[src/rtl/rvx_pkg.sv]
// Shared types and constants for the RV32I executor.
// No dependencies; used by rvx_front, rvx_back and the top level in rtl/.
package rvx_pkg;

    // Byte memory size; must be a power of two (addresses wrap by masking).
    localparam int MEM_BYTES = 262144;
    localparam int MEM_ROWS  = MEM_BYTES / 4;
    localparam int BYTE_W    = $clog2(MEM_BYTES);
    localparam int ROW_W     = $clog2(MEM_ROWS);

    localparam logic KIND_STEP    = 1'b0;
    localparam logic KIND_PRELOAD = 1'b1;

    localparam logic [6:0]  OP_MASK    = 7'h7F;
    localparam logic [6:0]  OP_LUI     = 7'h37;
    localparam logic [6:0]  OP_AUIPC   = 7'h17;
    localparam logic [6:0]  OP_JAL     = 7'h6F;
    localparam logic [6:0]  OP_JALR    = 7'h67;
    localparam logic [6:0]  OP_BRANCH  = 7'h63;
    localparam logic [6:0]  OP_LOAD    = 7'h03;
    localparam logic [6:0]  OP_STORE   = 7'h23;
    localparam logic [6:0]  OP_IMM     = 7'h13;
    localparam logic [6:0]  OP_REG     = 7'h33;
    localparam logic [6:0]  OP_SYSTEM  = 7'h73;
    localparam logic [31:0] ECALL_WORD = 32'h0000_0073;
    localparam logic [31:0] JALR_MASK  = 32'hFFFF_FFFE;
    localparam logic [6:0]  F7_ADD     = 7'h00;
    localparam logic [6:0]  F7_SUB     = 7'h20;

    typedef enum logic [2:0] {
        ST_EXEC    = 3'd0,
        ST_ILLEGAL = 3'd1,
        ST_HALT    = 3'd2,
        ST_PRELOAD = 3'd3,
        ST_IGNORED = 3'd4
    } status_t;

    typedef struct packed {
        logic [31:0] load_data;
        logic [15:0] word_address;
        logic        kind;
    } item_t;

    // Last field (status) in the lowest bits.
    typedef struct packed {
        logic [31:0] exit_code;
        logic [31:0] next_pc;
        logic [31:0] fetched_instruction;
        logic [31:0] executed_pc;
        status_t     status;
    } result_t;

    localparam int RES_W   = $bits(result_t);
    localparam int MDATA_W = ((RES_W + 7) / 8) * 8;

endpackage

[src/rtl/rvx_front.sv]
// Front end: accepts input items, unpacks them and holds them in a 2-entry queue.
// Depends on rvx_pkg.
module rvx_front (
    input  logic           aclk,
    input  logic           aresetn,
    input  logic           s_tvalid,
    output logic           s_tready,
    input  logic [47:0]    s_tdata,   // word_address[15:0], load_data[47:16]
    input  logic           s_tuser,   // kind
    output logic           q_valid,
    output rvx_pkg::item_t q_item,
    input  logic           q_pop
);
    rvx_pkg::item_t ent_reg [2];
    logic       wr_ptr_reg, rd_ptr_reg;
    logic [1:0] cnt_reg;
    logic       push;
    rvx_pkg::item_t in_item;

    always_comb begin
        in_item.kind         = s_tuser;
        in_item.word_address = s_tdata[15:0];
        in_item.load_data    = s_tdata[47:16];
    end

    // held low through reset so no item is taken while the queue is cleared
    assign s_tready = aresetn && (cnt_reg != 2'd2);
    assign push     = s_tvalid && s_tready;
    assign q_valid  = (cnt_reg != 2'd0);
    assign q_item   = ent_reg[rd_ptr_reg];

    always_ff @(posedge aclk) begin
        if (push) begin
            ent_reg[wr_ptr_reg] <= in_item;
        end
        if (!aresetn) begin
            wr_ptr_reg <= 1'b0;
            rd_ptr_reg <= 1'b0;
            cnt_reg    <= 2'd0;
        end else begin
            if (push) begin
                wr_ptr_reg <= ~wr_ptr_reg;
            end
            if (q_pop && q_valid) begin
                rd_ptr_reg <= ~rd_ptr_reg;
            end
            cnt_reg <= cnt_reg + 2'(push) - 2'(q_pop && q_valid);
        end
    end
endmodule

[config.mk]
export PLATFORM = sky130hd
export DESIGN_NAME = rvx_front
export DESIGN_NICKNAME = d
export VERILOG_FILES = /design/src/rtl/rvx_pkg.sv /design/src/rtl/rvx_front.sv
export SDC_FILE = /design/constraint.sdc
export NUM_CORES = 1
export LEC_CHECK = 0
export CORE_UTILIZATION = 45
export DETAILED_ROUTE_END_ITERATION = 10
export DONT_BUFFER_PORTS = 1
export GPL_TIMING_DRIVEN = 0
export SLEW_MARGIN = 20
export SYNTH_ARGS = -nofsm -noshare
export SYNTH_HDL_FRONTEND = slang
export SYNTH_SLANG_ARGS = --single-unit
[constraint.sdc]
create_clock -name aclk -period 4.4 [get_ports aclk]
set_input_delay 0.22 -clock aclk [delete_from_list [all_inputs] [get_ports aclk]]
set_output_delay 0.22 -clock aclk [all_outputs]
set_load 0.01 [all_outputs]
==> reports/results.env <==
CTS_NUM_SINKS=103
ACHIEVABLE-FREQUENCY_MHz=506
YS_TOP_CELLS_BY_AREA='sky130_fd_sc_hd__edfxtp_1, sky130_fd_sc_hd__mux2_2, sky130_fd_sc_hd__mux2_4, sky130_fd_sc_hd__dfxtp_1, sky130_fd_sc_hd__xnor2_1'
POWER_LEAKAGE_uW=0.00157
HOLDCRITPATHCLASS='input port to flop'
CP.REQUIRED_PS=4440
NETLIST.TOP_CELL.BY_AREA='sky130_fd_sc_hd__edfxtp_1'
CTS_RESIZED=0
POSTROUTEWIRELENGTH_MM=5.95
FINALMAXSLEWVIOLATIONS=0
SLEW_HEADROOM_PCT=47.6
WORST_SETUP_HOLD_PATH_CLK_SLEW_PS=90
NUMCTSBUFFERS=9
TRITONCTS='done'
LAYOUT_AREA_OVERHEAD_PCT=22.7
CRITICAL_PATH.MAX_FANOUT=25
CTS_H_TREE_DEPTH=3
DIE_HEIGHT_UM=94.1
INITIAL_ANTENNA_VIOLATION_COUNT=0
FLOORPLAN.ROWS=33
FIRST_GLOBAL_VIAS=1803
RSZ0062_AT_GRT='no'
SYNTH.YOSYS.SEQ_AREA_SHARE_PCT=79.7
CLOCK_LATENCY_AT_THE_LATER_PIN_OF_THE_WORST_SKEW_PAIR_PS=330
FIN_TOTAL_PWR_uW=2210
CTS_ROOT_BUFFER='sky130_fd_sc_hd__clkbuf_8'
SYNTHESIS.NETS=232
NUMBER_OF_ITERATIONS_IN_THE_FIRST_DETAILED_ROUTING_PASS=4
POST_SYNTH_INSTANCE_AREA_UM2=3820
GRT_MAX_DEGREE=26
TIMING.FINAL.CRIT_SHARE_PCT=44.9
SYN_AVG_CELL_AREA_UM2=21.6
POWER.DENSITY_CELL_AREA_nW_PER_UM2=472
HPWLAFTERDP_MM=4.07
ANT_NETS=0
DIE_AREA_UM2=8860
GRT_PASS1_WL_MM=9.00
MAX-VDD-IR-DROP_mV=0.305
TIMING.CRITICAL_PATH.TO_TYPE='flop'
ROUTE.VIAS.TOTAL=1761
OUTCOME='finished clean'
YOSYSWARNINGCOUNT=0
LARGEST_REGISTER_FF_COUNT=98
VIAS_PER_CELL=5.05
CRITICAL_PATH.STARTPOINT_TYPE='flop'
SETUP_TNS_PS=0
CLOCKBUFFERDEPTH=2
GRT.OVERFLOW.TOTAL=0
DRT-INITIAL-DRC-COUNT=82
N_ANTENNA_CELL=0
WORST-SLEW-PIN-TRANSITION_PS=784
SYNTH.LIB_CELLS_USED.DISTINCT=21
ROUTE.DETAILED.DRC=0
SYN-INSTANCE-COUNT=177
TIMING.FINAL.HOLD_VIOLATIONS=0
CTS_POST_SETUP_BUFFERS_INSERTED=0
START_UTIL_PCT=46.5
CORE_AREA_UM2=8220
PLACEMENT.IO_BUFFERS=0
NNETSFINAL=295
GRT_UTIL_ALL_LAYERS_PCT=14.0
AVGROUTEDWIREPERCELL_UM=17.0
MINIMUM_CLOCK_PERIOD_AFTER_LAYOUT_PS=1980
TOP_LEVEL_PORTS=104
SYNTH_TOP_AREA_SHARE_PCT=77.1
PATH_CLASS='flop to flop'
SYNTH-SEQ-CELLS=103
CRITICAL_PATH_ARRIVAL_PS=2010
FINAL_LAYOUT_SIZE_SUFFIX_GT1_SHARE_PCT=29.9
TIMING.FINAL.SETUP_VIOLATIONS=0
DIEWIDTH_UM=94.1
MAXCAPVIOLCOUNT=0
GP_ROUTABILITY_CONGESTION=0.620
FIN_SKEW_PS=7.71
[worst paths after layout]
path	start	endpoint	slack, ps	cells after the start
setup / recovery	cnt_reg[0]	ent_reg[0][6]	2420	4
hold / removal	aresetn	flop	30	1
setup reg to reg	cnt_reg[0]	ent_reg[0][6]	2420	4
hold reg to reg	rd_ptr_reg	rd_ptr_reg	560	2
[synth_stat cells]
cell	instances
sky130_fd_sc_hd__a21oi_1	1
sky130_fd_sc_hd__and2_1	3
sky130_fd_sc_hd__and3_1	1
sky130_fd_sc_hd__buf_4	3
sky130_fd_sc_hd__buf_6	1
sky130_fd_sc_hd__buf_8	1
sky130_fd_sc_hd__dfxtp_1	5
sky130_fd_sc_hd__edfxtp_1	98
sky130_fd_sc_hd__ha_1	2
sky130_fd_sc_hd__inv_1	1
sky130_fd_sc_hd__mux2_2	39
sky130_fd_sc_hd__mux2_4	10
sky130_fd_sc_hd__nand2_1	1
sky130_fd_sc_hd__nand2b_1	1
sky130_fd_sc_hd__nand3_1	1
sky130_fd_sc_hd__nor2_1	1
sky130_fd_sc_hd__nor2b_1	2
sky130_fd_sc_hd__o21a_1	1
sky130_fd_sc_hd__o21bai_1	1
sky130_fd_sc_hd__or2_2	1
sky130_fd_sc_hd__xnor2_1	3
[critical path: stages, from the launching register on]
cell                       delay [ps]
sky130_fd_sc_hd__dfxtp_1          390
sky130_fd_sc_hd__nand2b_1         170
sky130_fd_sc_hd__nand3_1          190
sky130_fd_sc_hd__nor2_4           650
sky130_fd_sc_hd__buf_12           270
[placed cells by master, fill, tap and decap left out, types with 2 or more instances in the layout]
master                           n
sky130_fd_sc_hd__mux2_4         10
sky130_fd_sc_hd__nor2b_1         2
sky130_fd_sc_hd__clkinv_2        2
sky130_fd_sc_hd__edfxtp_1       98
sky130_fd_sc_hd__dlygate4sd3_1  50
sky130_fd_sc_hd__xnor2_1         3
sky130_fd_sc_hd__dfxtp_1         5
sky130_fd_sc_hd__ha_1            2
sky130_fd_sc_hd__buf_4           3
sky130_fd_sc_hd__clkbuf_8        9
sky130_fd_sc_hd__buf_12          2
sky130_fd_sc_hd__mux2_2         39
sky130_fd_sc_hd__and2_1          3
[where the power goes]
group          switching [uW]  internal, uW  total (uW)
logic                     239           230         469
clock network             287           259         546
registers                31.5          1160        1200
[timing repair]
action / 4_1_cts / 5_1_grt
setup endpoints to repair: 0 / 0
hold buffers: 50 / 0
hold endpoints to repair: 101 / 0
[cells by family (layout without fill, tap and decap cells)]
logic type,after synthesis,after routing,synth area share [%]
fa+ha+maj,2,2,0.655
buf+inv,6,73,1.38
flops,103,103,79.7
compound gates,3,3,0.524
mux,49,49,15.4
xor+xnor,3,3,0.688
simple gates,11,11,1.64
[through the flow]
| step | instance area, um2 | hold WS (ps) | std cells | worst slack [ps] | utilization [%] |
|---|---|---|---|---|---|
| floorplan | 3820 | 319 | 177 | 1280 | - |
| global placement | 3950 | 319 | 282 | 373 | 48.1 |
| detailed placement | 4000 | 319 | 284 | 2430 | 48.7 |
| CTS | 4680 | 18.8 | 349 | 2410 | 57.0 |
| global route | 4680 | 1.32 | 349 | 2290 | 57.0 |
| finish | 4680 | 31.7 | 349 | 2420 | 57.0 |
[per-layer routing]
layer | global-route usage, % | part of all wire (%) | vias to the layer above
li1 | - | - | 813
met1 | 16.1 | 39 | 882
met2 | 24.7 | 54 | 62
met3 | 5.26 | 5.8 | 4
met4 | 3.46 | 0.81 | 0
met5 | 0 | 0 | -
[area by class of cell]
type,instances,area [um2]
Buffer,5,48.8
Fill cell,629,3530
Clock buffer,9,124
Tap cell,105,131
Sequential cell,103,3040
Clock inverter,6,61.3
Timing Repair Buffer,52,541
Inverter,1,3.75
Multi-Input combinational cell,68,732
Note: power is estimated with default switching activity, not from simulation.
